File: config.mk
export PLATFORM = sky130hd
export DESIGN_NAME = ipu_emit
export DESIGN_NICKNAME = d
export VERILOG_FILES = /design/src/hw/rtl/ipu_pkg.sv /design/src/hw/rtl/ipu_emit.sv
export SDC_FILE = /design/constraint.sdc
export NUM_CORES = 1
export LEC_CHECK = 0
export ABC_AREA = 0
export BUFFER_PORTS_ARGS = -buffer_cell sky130_fd_sc_hd__buf_4
export CORE_ASPECT_RATIO = 1.25
export CORE_MARGIN = 1.5
export CORE_UTILIZATION = 32
export CTS_CLUSTER_SIZE = 30
export DETAILED_ROUTE_END_ITERATION = 16
export GPL_ROUTABILITY_DRIVEN = 0
export PLACE_DENSITY = 0.59
export REMOVE_ABC_BUFFERS = 1
export SYNTH_ARGS = -nofsm -noshare
export SYNTH_HDL_FRONTEND = slang
export SYNTH_SLANG_ARGS = --single-unit
File: constraint.sdc
create_clock -name clk -period 2.9 [get_ports clk]
set_input_delay 0.58 -clock clk [delete_from_list [all_inputs] [get_ports clk]]
set_output_delay 0.58 -clock clk [all_outputs]
set_load 0.01 [all_outputs]
File: src/hw/rtl/ipu_pkg.sv
// Shared types and constants for the integer pixel upscaler.
package ipu_pkg;

    localparam int PIX_W         = 24;
    localparam int SCALE_W       = 4;
    localparam int WIDTH_CFG_W   = 12;
    localparam int CFG_DATA_W    = 12;
    localparam int CFG_INDEX_W   = 1;
    localparam int PAD_W         = 2;
    localparam int WIDTH_MAX_DEF = 2048;
    localparam int SCALE_MAX_DEF = 8;

    typedef enum logic [CFG_INDEX_W-1:0] {
        REG_SCALE        = 1'b0,
        REG_SOURCE_WIDTH = 1'b1
    } cfg_reg_t;

    typedef enum logic {
        FUNC_PIXEL  = 1'b0,
        FUNC_REPLAY = 1'b1
    } func_t;

    // One accepted transaction, handed from the control stage to the emitter.
    typedef struct packed {
        logic               rejected;
        logic               use_mem;
        logic [PIX_W-1:0]   px;
        logic [SCALE_W-1:0] copies;
        logic               row_end;
        logic [PAD_W-1:0]   pad;
        logic               mode;
    } job_t;

endpackage

File: src/hw/rtl/ipu_emit.sv
// Emitter: gives out each job's pixel the required number of times, one per cycle while out_ready is high.
module ipu_emit
    import ipu_pkg::*;
(
    input  logic             clk,
    input  logic             rst_n,
    input  logic             job_valid,
    input  job_t             job,
    input  logic [PIX_W-1:0] rd_data,
    output logic             job_take,
    output logic             out_valid,
    input  logic             out_ready,
    output logic [7:0]       red_out,
    output logic [7:0]       green_out,
    output logic [7:0]       blue_out,
    output logic [PAD_W-1:0] pad_bytes,
    output logic             row_end,
    output logic             last,
    output logic             rejected,
    output logic             replay_pending
);

    logic               e_valid_reg;
    job_t               e_job_reg;
    job_t               e_job_next;
    logic [SCALE_W-1:0] rem_reg;
    logic               e_last;
    logic               out_fire;
    logic               e_free;

    assign e_last   = (rem_reg == SCALE_W'(1));
    assign out_fire = e_valid_reg && out_ready;
    assign e_free   = !e_valid_reg || (out_fire && e_last);
    assign job_take = job_valid && e_free;

    always_comb
    begin
        e_job_next = job;
        if (job.use_mem)
        begin
            e_job_next.px = rd_data;
        end
    end

    always_ff @(posedge clk or negedge rst_n)
    begin
        if (!rst_n)
        begin
            e_valid_reg <= 1'b0;
        end
        else if (job_take)
        begin
            e_valid_reg <= 1'b1;
        end
        else if (out_fire && e_last)
        begin
            e_valid_reg <= 1'b0;
        end
    end

    // The buffer read for a replay transaction is registered at the same edge as the job,
    // so its data is ready no later than the job can move here.
    always_ff @(posedge clk)
    begin
        if (job_take)
        begin
            e_job_reg <= e_job_next;
            rem_reg   <= job.copies;
        end
        else if (out_fire && !e_last)
        begin
            rem_reg <= rem_reg - SCALE_W'(1);
        end
    end

    assign out_valid      = e_valid_reg;
    assign red_out        = e_job_reg.px[23:16];
    assign green_out      = e_job_reg.px[15:8];
    assign blue_out       = e_job_reg.px[7:0];
    assign row_end        = e_last && e_job_reg.row_end;
    assign pad_bytes      = row_end ? e_job_reg.pad : '0;
    assign last           = e_last;
    assign rejected       = e_job_reg.rejected;
    assign replay_pending = e_job_reg.mode;

endmodule

Word level (Yosys, flattened, before mapping)
Cells that the tools add are included.
{ "word_totals": {"regBits": 34, "inputBits": 62, "output_inout_bits": 32, "elab_cells": 25} }
{ "classes": {"add_sub_neg": 1, "eq_ne": 1, "n_mux": 6, "n_reduce_logical": 10} }
{ "ops": {"columns": ["op", "count"], "rows": [
  ["2-to-1 mux 24 bit", 1],
  ["2-to-1 mux 4 bit", 2],
  ["logical AND 1 bit", 5],
  ["equality test 4 x 1 -> 1 bit, second input constant", 1],
  ["nonzero test 2 bit", 2],
  ["subtractor 4 x 1 -> 4 bit, second input constant", 1],
  ["zero test 1 bit", 2],
  ["2-to-1 mux 1 bit", 2],
  ["2-to-1 mux 2 bit", 1],
  ["logical OR 1 bit", 1]
]} }

Longest topological paths before layout
{ "depth": {"ltp_word": 5, "depth_mapped": 6, "depth_no_buf": 6} }

Worst setup path after synthesis
Ideal clock, no wire load.
{ "synth_path": {"path_type": "register -> register", "start": "reg rem_reg[1]", "end": "reg rem_reg[0], data pin", "setup_time_ps": 260, "t_arrival_ps": 1771, "required_time_ps": 2640, "path_slack_ps": 869, "stages_incl_launch_ff": 7, "path_buffers": 0, "period_less_slack_ps": 2031, "path_cell_list": "edfxtp_1 -> inv_1 -> ha_1 -> nor4bb_4 -> o21ai_4 -> inv_2 -> mux2_4"} }
{ "synth_via": {"elab_chain_len": 5} }
{ "synth_rtl": {"columns": ["item", "line", "source"], "rows": [
  ["start: declaration", "ipu_emit.sv:26", "logic [SCALE_W-1:0] rem_reg;"],
  ["start signal: assignment", "ipu_emit.sv:68", "rem_reg <= job.copies;"],
  ["start signal: assignment", "ipu_emit.sv:72", "rem_reg <= rem_reg - SCALE_W'(1);"],
  ["equality test 4 x 1 -> 1 bit", "ipu_emit.sv:31", "assign e_last = (rem_reg == SCALE_W'(1));"],
  ["logical AND 1 bit", "ipu_emit.sv:33", "assign e_free = !e_valid_reg || (out_fire && e_last);"],
  ["logical OR 1 bit", "ipu_emit.sv:33", null],
  ["logical AND 1 bit", "ipu_emit.sv:34", "assign job_take = job_valid && e_free;"],
  ["named net job_take", "ipu_emit.sv:10", "output logic job_take,"],
  ["2-to-1 mux 4 bit", "ipu_emit.sv:65", "if (job_take)"]
]} }
The timed path passes the listed nets, and every way through them passes these cells.
A chain may end at the register's enable or synchronous reset.

Worst setup path in the final report
{ "layout_path": {"start": "reg rem_reg[1]", "end": "out job_take"} }
{ "layout_via": {"elab_chain_len": 4} }
{ "layout_rtl": {"columns": ["item", "line"], "rows": [
  ["equality test 4 x 1 -> 1 bit", "ipu_emit.sv:31"],
  ["logical AND 1 bit", "ipu_emit.sv:33"],
  ["logical OR 1 bit", "ipu_emit.sv:33"],
  ["logical AND 1 bit", "ipu_emit.sv:34"],
  ["end: declaration", "ipu_emit.sv:10"]
]} }
Every way passes these cells.

==> results.toml <==
[synth]
yosys.cell_types.count = 21
synth_top_area_share_pct = 58.80
yosys.area.top_type = "edfxtp_1"
yosys_warnings = 0
ys_seq_area_share_pct = 60.28
yosys-top-cells-area = "edfxtp_1 59%, mux2_2 16%, buf_4 11%, mux2_4 2.7%, dfrtp_1 1.5%"
synth_seq_cells = 34
netlist_area_mm2 = 0.001685
netlist_instances = 108
avgSynthCellArea_um2 = 15.61

[timing]
rsz0062_at_grt = "false"
setup_viol = 0
post-route-min-period_ns = 2.508
worst_slew_pin_slew_ns = 0.5958
setup_total_negative_slack_ns = 0
fin_crit_sh_pct = 86.49
fmax_ghz = 0.3987
slew_headroom_pct = 59.86
slew_viol_final = 0
skew_ns = 0.004683
final_hold_viol_count = 0

[setup_path]
endpoint_kind = "output port"
crit_fanout = 17
path_class = "register to output port"
startpoint_type = "register"
cp.arrival_ns = 1.93
crit_required_ns = 2.32

[cts]
clk_latency_ns = 0.28
cts_buffers = 5
cts_resized = 0
clock_sinks = 34
cts-hold-fix-buffers = 0
cts_tree = "built"
cts-root-buf = "clkbuf_8"
path_clk_slew_ns = 0.07
cts_setup_buffers = 0
h-tree-depth = 2
clk_path_buf_depth = 2

[die]
initial_core_util_pct = 33.18
die_h_um = 84.14
num_rows = 29
fp.coreArea_mm2 = 0.005080
ioPinCount = 94
die-area_mm2 = 0.005714
die_w_um = 67.91

[global_routing]
grt_max_degree = 25
grt_pass1_wl_um = 5278
grtUsageTotal_pct = 12.75
antenna_found_initial = 0
grt_overflow = 0
grt_pass1_vias = 1130

[detailed_routing]
drc_errors = 0
first_iter_violations = 34
ant_nets = 0
met2_length_um = 1869
vias_per_cell = 4.392
wl_um = 3443
drt-met1-wl_um = 1256
first_pass_iters = 4
top_layer = "met4"
routedWlPerCell_um = 14.05
wl_met3_um = 254
via_count = 1076

[placement]
place_hpwl_um = 2653
place.port_buffers = 93

[finish]
antenna_cells = 0
layout-drive-gt1-share_pct = 72.13
area_growth_pct = 41.43
mostFrequentLayoutCells = "94 x buf_4, 33 x edfxtp_1, 24 x mux2_2"
fin_util_pct = 46.92
num-nets-final = 246
final_common_cell = "buf_4"

[power_and_ir_drop]
power-per-cell-area_mw_per_mm2 = 589.9
max-vdd-ir-drop_mv = 0.3044
leakage_nw = 1.051

[worst_hold_path]
hold_class = "primary input to asynchronous set/reset pin"

[job]
maxCapViolations = 0

[run_status]
status = "completed"
-- area by class of cell --
type,count,area (µm²)
multi-input combinational,42,456.7
timing repair buffer,94,705.7
tap,62,77.57
clock inverter,3,40.04
sequential,34,1016
inverter,5,18.77
fill,486,2696
clock buffer,5,68.82
-- Yosys cell counts --
master and n:
o21bai_1 1, mux2_4 3, nand2_1 1, xor2_1 2, edfxtp_1 33, and3_1 2
nor3b_1 1, buf_4 24, o21ai_4 1, inv_2 1, inv_1 4, nor4bb_4 1
dfrtp_1 1, nor3_1 1, mux2_2 24, mux2i_1 1, o21ai_0 1, and2_1 1
ha_1 2, buf_2 2, clkbuf_1 1
-- metrics by stage --
stage,worst slack [ns],instances,power (mW),hold slack (ns),cell area (µm²)
floorplan,0.8686,81,0.8400,0.2844,1491
global placement,0.7490,237,0.9852,0.3551,2275
detailed placement,0.6525,237,0.9986,0.3599,2275
CTS,0.3482,245,1.426,0.05013,2384
global route,0.2285,245,1.485,0.04046,2384
finish,0.3918,245,1.406,0.05952,2384
-- cells by family after synthesis --
group	after synthesis	share of synthesized area [%]
and+or+nand+nor	7	3.563
buffers and inverters	32	12.62
adders and majority gates	2	1.485
DFF	34	60.28
AOI/OAI and AO/OA	3	1.708
xor gates and xnor gates	2	1.040
muxes	28	19.30
-- power breakdown --
part	switching [mW]	internal (mW)	total (mW)
Combinational	0.130	0.194	0.324
Clock	0.167	0.253	0.419
Sequential	0.0391	0.624	0.663
Total	0.336	1.07	1.41
-- layer usage --
layer	track usage, %	vias up
li1	-	510
met1	13.22	513
met2	22.46	46
met3	4.290	7
met4	5.818	0
met5	0	-
-- worst paths after layout --
path                              end  depth (start not counted)        from  slack [ns]
setup reg to reg           red_out[1]                          6  rem_reg[1]        0.84
setup / recovery             job_take                          6  rem_reg[1]        0.39
min in group clk             rejected                          1     job[33]        0.47
max in group asynchronous   out_valid                          1       rst_n        2.76
hold reg to reg             out_valid                          2   out_valid        0.63
hold / removal              out_valid                          1       rst_n        0.06
-- worst max-delay path, cell delays in order (launching register included) --
cell and delay, ns:
edfxtp_1 0.38, inv_1 0.09, ha_1 0.17, nor4bb_4 0.36, o21ai_4 0.12, inv_2 0.31, buf_4 0.20
(Power assumes the default switching activity.)
