===== config.mk =====
export PLATFORM = sky130hd
export DESIGN_NAME = ipu_ctrl
export DESIGN_NICKNAME = d
export VERILOG_FILES = /design/src/hw/rtl/ipu_pkg.sv /design/src/hw/rtl/ipu_ctrl.sv
export SDC_FILE = /design/constraint.sdc
export NUM_CORES = 1
export LEC_CHECK = 0
export BUFFER_PORTS_ARGS = -buffer_cell sky130_fd_sc_hd__clkbuf_2
export CAP_MARGIN = 10
export CORE_MARGIN = 1
export CORE_UTILIZATION = 55
export CTS_CLUSTER_DIAMETER = 200
export DETAILED_ROUTE_END_ITERATION = 10
export PLACE_DENSITY_LB_ADDON = 0.3
export RECOVER_POWER = 100
export REMOVE_ABC_BUFFERS = 1
export SLEW_MARGIN = 30
export SYNTH_ARGS = -nofsm -noshare
export SYNTH_HDL_FRONTEND = slang
export SYNTH_SLANG_ARGS = --single-unit

===== constraint.sdc =====
create_clock -name clk -period 5.6 [get_ports clk]
set_clock_uncertainty 0.1 [all_clocks]
set_input_delay 0.56 -clock clk [delete_from_list [all_inputs] [get_ports clk]]
set_output_delay 0.56 -clock clk [all_outputs]
set_load 0.01 [all_outputs]

===== src/hw/rtl/ipu_pkg.sv =====
// Shared types and constants for the integer pixel upscaler.
package ipu_pkg;

    localparam int PIX_W         = 24;
    localparam int SCALE_W       = 4;
    localparam int WIDTH_CFG_W   = 12;
    localparam int CFG_DATA_W    = 12;
    localparam int CFG_INDEX_W   = 1;
    localparam int PAD_W         = 2;
    localparam int WIDTH_MAX_DEF = 2048;
    localparam int SCALE_MAX_DEF = 8;

    typedef enum logic [CFG_INDEX_W-1:0] {
        REG_SCALE        = 1'b0,
        REG_SOURCE_WIDTH = 1'b1
    } cfg_reg_t;

    typedef enum logic {
        FUNC_PIXEL  = 1'b0,
        FUNC_REPLAY = 1'b1
    } func_t;

    // One accepted transaction, handed from the control stage to the emitter.
    typedef struct packed {
        logic               rejected;
        logic               use_mem;
        logic [PIX_W-1:0]   px;
        logic [SCALE_W-1:0] copies;
        logic               row_end;
        logic [PAD_W-1:0]   pad;
        logic               mode;
    } job_t;

endpackage


===== src/hw/rtl/ipu_ctrl.sv =====
// Control stage: configuration, row and replay state, buffer access and job issue.
module ipu_ctrl
    import ipu_pkg::*;
#(
    parameter int WIDTH_MAX = WIDTH_MAX_DEF,
    parameter int SCALE_MAX = SCALE_MAX_DEF,
    parameter int AW        = 11
)
(
    input  logic                   clk,
    input  logic                   rst_n,
    input  logic                   cfg_we,
    input  logic [CFG_INDEX_W-1:0] cfg_index,
    input  logic [CFG_DATA_W-1:0]  cfg_data,
    input  logic                   in_valid,
    output logic                   in_ready,
    input  logic                   func,
    input  logic [7:0]             red_in,
    input  logic [7:0]             green_in,
    input  logic [7:0]             blue_in,
    output logic                   mem_wr_en,
    output logic                   mem_rd_en,
    output logic [AW-1:0]          mem_addr,
    output logic [PIX_W-1:0]       mem_wr_data,
    output logic                   job_valid,
    output job_t                   job,
    input  logic                   job_take
);

    localparam int CW  = (AW + 1 > WIDTH_CFG_W) ? AW + 1 : WIDTH_CFG_W;
    localparam int RW  = (SCALE_MAX > 1) ? $clog2(SCALE_MAX) : 1;
    localparam int RCW = (RW + 1 > SCALE_W) ? RW + 1 : SCALE_W;

    logic [SCALE_W-1:0]     scale_reg;
    logic [WIDTH_CFG_W-1:0] width_reg;
    logic [AW-1:0]          column_reg;
    logic [AW-1:0]          column_next;
    logic                   mode_reg;
    logic                   mode_next;
    logic [RW-1:0]          repeat_reg;
    logic [RW-1:0]          repeat_next;
    logic                   job_valid_reg;
    job_t                   job_reg;
    job_t                   job_next;

    logic [SCALE_W-1:0] scale_eff;
    logic [CW-1:0]      width_ext;
    logic [CW-1:0]      width_eff;
    logic               row_end;
    logic               replay_done;
    logic               accept;
    logic               mismatch;
    logic               do_work;
    logic [PIX_W-1:0]   pixel;

    always_comb
    begin
        if (scale_reg == '0)
        begin
            scale_eff = SCALE_W'(1);
        end
        else if (int'(scale_reg) > SCALE_MAX)
        begin
            scale_eff = SCALE_W'(SCALE_MAX);
        end
        else
        begin
            scale_eff = scale_reg;
        end
    end

    assign width_ext = CW'(width_reg);

    always_comb
    begin
        if (width_ext == '0)
        begin
            width_eff = CW'(1);
        end
        else if (width_ext > CW'(WIDTH_MAX))
        begin
            width_eff = CW'(WIDTH_MAX);
        end
        else
        begin
            width_eff = width_ext;
        end
    end

    assign row_end     = (CW'(column_reg) + CW'(1)) >= width_eff;
    assign replay_done = ((RCW'(repeat_reg) + RCW'(1)) >= (RCW'(scale_eff) - RCW'(1)))
                         || (scale_eff <= SCALE_W'(1));

    assign in_ready = !job_valid_reg || job_take;
    assign accept   = in_valid && in_ready;
    assign mismatch = (func != mode_reg);
    assign do_work  = accept && !mismatch;
    assign pixel    = {red_in, green_in, blue_in};

    assign mem_wr_en   = do_work && (func == FUNC_PIXEL);
    assign mem_rd_en   = do_work && (func == FUNC_REPLAY);
    assign mem_addr    = column_reg;
    assign mem_wr_data = pixel;

    always_comb
    begin
        column_next = column_reg;
        mode_next   = mode_reg;
        repeat_next = repeat_reg;
        if (row_end)
        begin
            column_next = '0;
            if (!mode_reg)
            begin
                if (scale_eff > SCALE_W'(1))
                begin
                    mode_next   = 1'b1;
                    repeat_next = '0;
                end
            end
            else if (replay_done)
            begin
                mode_next   = 1'b0;
                repeat_next = '0;
            end
            else
            begin
                repeat_next = repeat_reg + RW'(1);
            end
        end
        else
        begin
            column_next = column_reg + AW'(1);
        end
    end

    always_comb
    begin
        if (mismatch)
        begin
            // A transaction of the wrong kind yields a single rejection result.
            job_next.rejected = 1'b1;
            job_next.use_mem  = 1'b0;
            job_next.px       = '0;
            job_next.copies   = SCALE_W'(1);
            job_next.row_end  = 1'b0;
            job_next.pad      = '0;
            job_next.mode     = mode_reg;
        end
        else
        begin
            job_next.rejected = 1'b0;
            job_next.use_mem  = (func == FUNC_REPLAY);
            job_next.px       = pixel;
            job_next.copies   = scale_eff;
            job_next.row_end  = row_end;
            // Output row bytes are 3*w*s; padding to four is (w*s) mod 4.
            job_next.pad      = PAD_W'(width_eff[1:0] * scale_eff[1:0]);
            job_next.mode     = mode_next;
        end
    end

    always_ff @(posedge clk or negedge rst_n)
    begin
        if (!rst_n)
        begin
            scale_reg     <= SCALE_W'(1);
            width_reg     <= WIDTH_CFG_W'(1);
            column_reg    <= '0;
            mode_reg      <= 1'b0;
            repeat_reg    <= '0;
            job_valid_reg <= 1'b0;
        end
        else
        begin
            if (cfg_we)
            begin
                unique case (cfg_reg_t'(cfg_index))
                    REG_SCALE:        scale_reg <= cfg_data[SCALE_W-1:0];
                    REG_SOURCE_WIDTH: width_reg <= cfg_data[WIDTH_CFG_W-1:0];
                    default:          ;
                endcase
            end
            if (do_work)
            begin
                column_reg <= column_next;
                mode_reg   <= mode_next;
                repeat_reg <= repeat_next;
            end
            if (accept)
            begin
                job_valid_reg <= 1'b1;
            end
            else if (job_take)
            begin
                job_valid_reg <= 1'b0;
            end
        end
    end

    always_ff @(posedge clk)
    begin
        if (accept)
        begin
            job_reg <= job_next;
        end
    end

    assign job_valid = job_valid_reg;
    assign job       = job_reg;

endmodule


== Word level (Yosys, flattened, before mapping) ==
Cells that the tools add are included.

* Register bits: 66
* Bits in latches: 0
* Bits in writable memories: 0
* Bits in read-only memories: 0
* Input port bits: 43
* Output and inout port bits: 73
* Word-level logic and storage cells: 58
* Memories kept: 0

* Add/subtract/negate cells: 5
* $mul: 1
* Div/mod/pow operators: 0
* $lt $le $gt $ge: 6
* Equality and inequality tests: 1
* Shifts and indexed selects: 0
* Multiplexer cells: 15
* Bitwise operators: 2
* Reductions and logical operators: 15

{| class="wikitable"
|+ Operators with widths
! operator !! count
|-
| 34-bit two-way mux || 1
|-
| 12-bit two-way mux || 2
|-
| 11-bit by 1-bit adder with 12-bit output (second input constant) || 1
|-
| 12-bit >= comparator || 1
|-
| 12-bit greater-than comparator (second input constant) || 1
|-
| 12-bit logical NOT || 1
|-
| 11-bit by 1-bit adder with 11-bit output (second input constant) || 1
|-
| 11-bit two-way mux || 1
|-
| 3-bit two-way mux || 3
|-
| 4-bit two-way mux || 2
|-
| 1-bit two-way mux || 6
|-
| 3-bit by 1-bit adder with 4-bit output (second input constant) || 1
|-
| 4-bit >= comparator || 1
|-
| 4-bit by 1-bit greater-than comparator with 1-bit output (second input constant) || 1
|-
| 4-bit greater-than comparator (second input constant) || 1
|-
| 4-bit by 1-bit less-or-equal comparator with 1-bit output (second input constant) || 1
|-
| 1-bit logical AND || 4
|-
| 4-bit logical NOT || 1
|-
| 2-bit AND reduction || 2
|-
| 2-bit nonzero test || 2
|-
| 4-bit by 1-bit subtractor with 4-bit output (second input constant) || 1
|-
| 3-bit by 1-bit adder with 3-bit output (second input constant) || 1
|-
| 3-bit AND reduction || 1
|-
| 1-bit logical NOT || 2
|-
| 4 further kinds || 6
|}

== Longest topological paths before layout ==
* Depth after elaboration: 10
* Mapped depth: 12
* Depth with buffers taken out: 11

== Least setup slack after synthesis ==
Ideal clock, no wire load.

* Path type: reg2reg
* Start: reg column_reg[0], in the netlist mem_addr[0]
* End: reg job_reg (netlist bit job[0]) (data pin)
* Setup time: 262 ps
* Arrival: 2658 ps
* Data required time: 5238 ps
* Setup slack: 2580 ps
* Stages on the path, launching flop included: 12
* Path buffers: 0
* Clock period less this slack: 3020 ps
* Path through: dfrtp_1 ha_1 and3_1 and3_1 and3_1 xor2_1 ha_1 nand4_1 nor2_1 a31oi_4 a21oi_2 mux2_1

{| class="wikitable"
|+ RTL lines
! what !! line !! text
|-
| from (decl) || ipu_ctrl.sv:36 || <nowiki>logic [AW-1:0] column_reg;</nowiki>
|-
| from (signal assigned) || ipu_ctrl.sv:186 || <nowiki>column_reg <= column_next;</nowiki>
|-
| to (signal assigned) || ipu_ctrl.sv:205 || <nowiki>job_reg <= job_next;</nowiki>
|-
| to (decl) || ipu_ctrl.sv:43 || <nowiki>job_t job_reg;</nowiki>
|}

== Final worst setup path ==
* Start: reg column_reg[0], in the netlist mem_addr[0]
* End: reg repeat_reg[1]

* Longest elaborated chain between the ends: 3

{| class="wikitable"
|+ RTL lines
! what !! line !! text
|-
| 11-bit by 1-bit adder with 12-bit output || ipu_ctrl.sv:90 || <nowiki>assign row_end = (CW'(column_reg) + CW'(1)) >= width_eff;</nowiki>
|-
| 12-bit >= comparator || ipu_ctrl.sv:90 ||
|-
| 3-bit AND reduction (no source line) || -- ||
|-
| to (signal assigned) || ipu_ctrl.sv:188 || <nowiki>repeat_reg <= repeat_next;</nowiki>
|-
| to (decl) || ipu_ctrl.sv:40 || <nowiki>logic [RW-1:0] repeat_reg;</nowiki>
|}

Every way passes these cells.
A chain may end at the register's enable or synchronous reset.

==> reports/summary.txt <==
DRC viols - 0
crit path capture type - flip-flop
Die H - 82.0 um
Arr. time, crit path - 4.20 ns
Final Hold Viols - 0
Startpoint Class - flip-flop
# diodes - 0
area delta synth->final - 16.7%
First-pass DRT Iterations - 4
max FFs per register - 34
Clock transition at path regs - 0.08 ns
post-synth cell types - 47
RSZ-0062 raised after global routing - false
final setup violation count - 0
post-layout min period - 4.07 ns
via count - 2,559
Post-synth EDFFs - 34
vias per inst - 5.35
Pins Over Slew Limit - 63
latest clock arrival within the worst-skew pair - 0.34 ns
DR iter-0 viols - 70
total power - 1.60 mW
Final period util - 72.7%
Min-Delay Path Class - in -> reg
Sequential Area - 1820 sq um
asr flop ratio synth - 48.5%
CP Max Fanout - 16
antenna violations before repair - 0
DIE WIDTH - 82.0 um
dpl cell area - 3980 sq um
sequential area share after synthesis - 51.9%
clock sink count - 66
#FFs+latches synth - 66
gp weighted congestion - 0.878
I/O Buffers - 115
area of the mapped netlist - 3520 sq um
Setup Fix Bufs, Post-CTS - 0
max-cap viol count - 2
number of global-route vias before repair - 2,394
pwr/cell area - 390 nW/um^2
clock tree buffer depth - 2
static leakage - 1.74 nW
fin area - 4110 sq um
# IOs - 116
Most used DFF post-synth - edfxtp_1
total gr overflow - 0
CTS tree - built
status - complete, but fails checks
GR Util All Layers - 22.2%
drt wl/cell - 14.8 um
Worst EP required - 5.73 ns
Max Fclk - 0.246 GHz
fill count - 508
hold buffer count at cts - 0
Slew HR - -19.2%
final wirelength - 7070 um
post-synthesis instance total - 304
Mean Syn Cell Area - 11.6 sq um
Root Buffer - clkbuf_8
yosys warns - 0
CTS resizes - 0
kind of critical path - reg -> reg
Max VDD drop - 0.246 mV
Core Box Area - 6060 sq um
largest net degree at the start of global routing - 33
row cnt - 28
Slew @ Worst Pin - 1.78 ns
HPWL after DPL - 5220 um
Num CTS Buffers - 9
Initial Utilization - 58.0%
area of the multi-input gates - 1420 sq um
Layout Utilization - 67.7%
layout cells sized above 1 - 19.6%
violated checks - max-capacitance violations, max-slew violations
Setup TNS - 0 ns
final net count - 461
first-pass GRT wire length - 11,000 um
H-tree depth - 3
die area - 6720 sq um
remaining antenna violation count - 0
routing by layer:
metal  track usage, %  vias to the layer above  routed length, um
li1                 -                     1251                  -
met1             25.7                     1204               2930
met2             39.0                       93               3530
met3             6.11                       11                513
met4             8.25                        0                106
met5                0                        -                  0
critical path, stage by stage, from the launching register on:
cell     delay [ns]
dfrtp_1        0.45
ha_1           0.28
and3_1         0.23
and3_1         0.23
and3_1         0.19
xor2_1         0.20
ha_1           0.27
o21ai_0        0.15
o22ai_1        0.10
a31oi_1        1.01
nand2_1        0.37
a32o_1         0.37
logic make-up (layout without fill, tap and decap cells):
kind of cell | after synthesis | in the layout | synth area share (%)
fa+ha+maj | 20 | 20 | 7.11
compound gates | 34 | 34 | 7.40
simple gates | 108 | 108 | 16.6
other cells | 1 | 1 | 0.107
flops | 66 | 66 | 51.9
buf+inv | 42 | 141 | 7.29
mux | 22 | 22 | 6.90
xor+xnor | 11 | 11 | 2.74
stage by stage:
step / hold WS [ns] / setup slack [ns] / std cells
finish: 0.342 / 1.53 / 478
global route: 0.353 / 1.20 / 478
CTS: 0.227 / 2.25 / 478
detailed placement: 0.426 / 2.27 / 462
global placement: 0.405 / 2.35 / 462
floorplan: 0.164 / 2.51 / 271
worst paths after layout:
path / from / end / slack [ns] / depth (start not counted)
max: mem_addr[0]$_DFFE_PN0P_ / repeat_reg[1]$_DFFE_PN0P_ / 1.53 / 11
min: in_valid / job_valid$_DFFE_PN0P_ / 0.34 / 2
max reg2reg: mem_addr[0]$_DFFE_PN0P_ / repeat_reg[1]$_DFFE_PN0P_ / 1.53 / 11
min reg2reg: width_ext[4]$_DFFE_PN0P_ / width_ext[4]$_DFFE_PN0P_ / 0.44 / 1
max in group asynchronous: rst_n / mem_addr[6]$_DFFE_PN0P_ / 3.78 / 1
min in group asynchronous: rst_n / scale_reg[2]$_DFFE_PN0P_ / 0.59 / 1
cell usage after synthesis (2+ instances only):
| cell type | number | area, sq um |
|---|---|---|
| mux2_2 | 16 | 180 |
| nand2_1 | 29 | 109 |
| xor2_1 | 3 | 26.3 |
| dfrtp_1 | 30 | 751 |
| a21oi_1 | 6 | 30.0 |
| and2_1 | 28 | 175 |
| and3_1 | 7 | 43.8 |
| clkbuf_1 | 7 | 26.3 |
| nor2_1 | 10 | 37.5 |
| buf_4 | 24 | 180 |
| nand4_1 | 6 | 37.5 |
| a31oi_4 | 2 | 42.5 |
| mux2_1 | 2 | 22.5 |
| nor3_1 | 3 | 15.0 |
| ha_1 | 20 | 250 |
| dfstp_2 | 2 | 52.6 |
| a31oi_1 | 6 | 37.5 |
| a32o_1 | 2 | 20.0 |
| o21ai_0 | 7 | 35.0 |
| edfxtp_1 | 34 | 1020 |
| xnor2_1 | 8 | 70.1 |
| nand3_1 | 6 | 30.0 |
| mux2i_1 | 4 | 40.0 |
| nor4_1 | 5 | 31.3 |
| nand2b_1 | 7 | 43.8 |
| inv_1 | 8 | 30.0 |
| nor2b_1 | 2 | 12.5 |
layout by cell type, fill, tap and decap left out, drive strengths merged, types with 3 or more instances in the layout:
| master | netlist | layout |
|---|---|---|
| clkbuf | 7 | 126 |
| dfrtp | 30 | 30 |
| xor2 | 3 | 3 |
| nand3 | 7 | 7 |
| and2 | 28 | 28 |
| mux2i | 4 | 4 |
| nor2 | 11 | 11 |
| nand4 | 6 | 6 |
| nand2 | 29 | 29 |
| xnor2 | 8 | 8 |
| mux2 | 18 | 18 |
| o21ai | 8 | 8 |
| a31oi | 8 | 8 |
| edfxtp | 34 | 34 |
| nor3 | 3 | 3 |
| a21oi | 7 | 7 |
| nand2b | 8 | 8 |
| inv | 9 | 10 |
| ha | 20 | 20 |
| bufinv | 0 | 3 |
| nor4 | 5 | 5 |
| and3 | 7 | 7 |
final cells by class:
class / count / area share (%)
Clock inverter: 6 / 2.74
Timing Repair Buffer: 116 / 11.8
Sequential cell: 66 / 44.4
Clock buffer: 10 / 3.35
Tap cell: 75 / 2.29
Inverter: 9 / 0.823
Multi-Input combinational cell: 196 / 34.5
report_power, final:
group          internal [mW]  total, mW  leakage [nW]  switching, mW
registers              0.613      0.674         0.730         0.0613
logic                  0.173      0.433         0.886          0.260
clock network          0.309      0.495         0.127          0.186
Note: power is estimated with default switching activity, not from simulation.
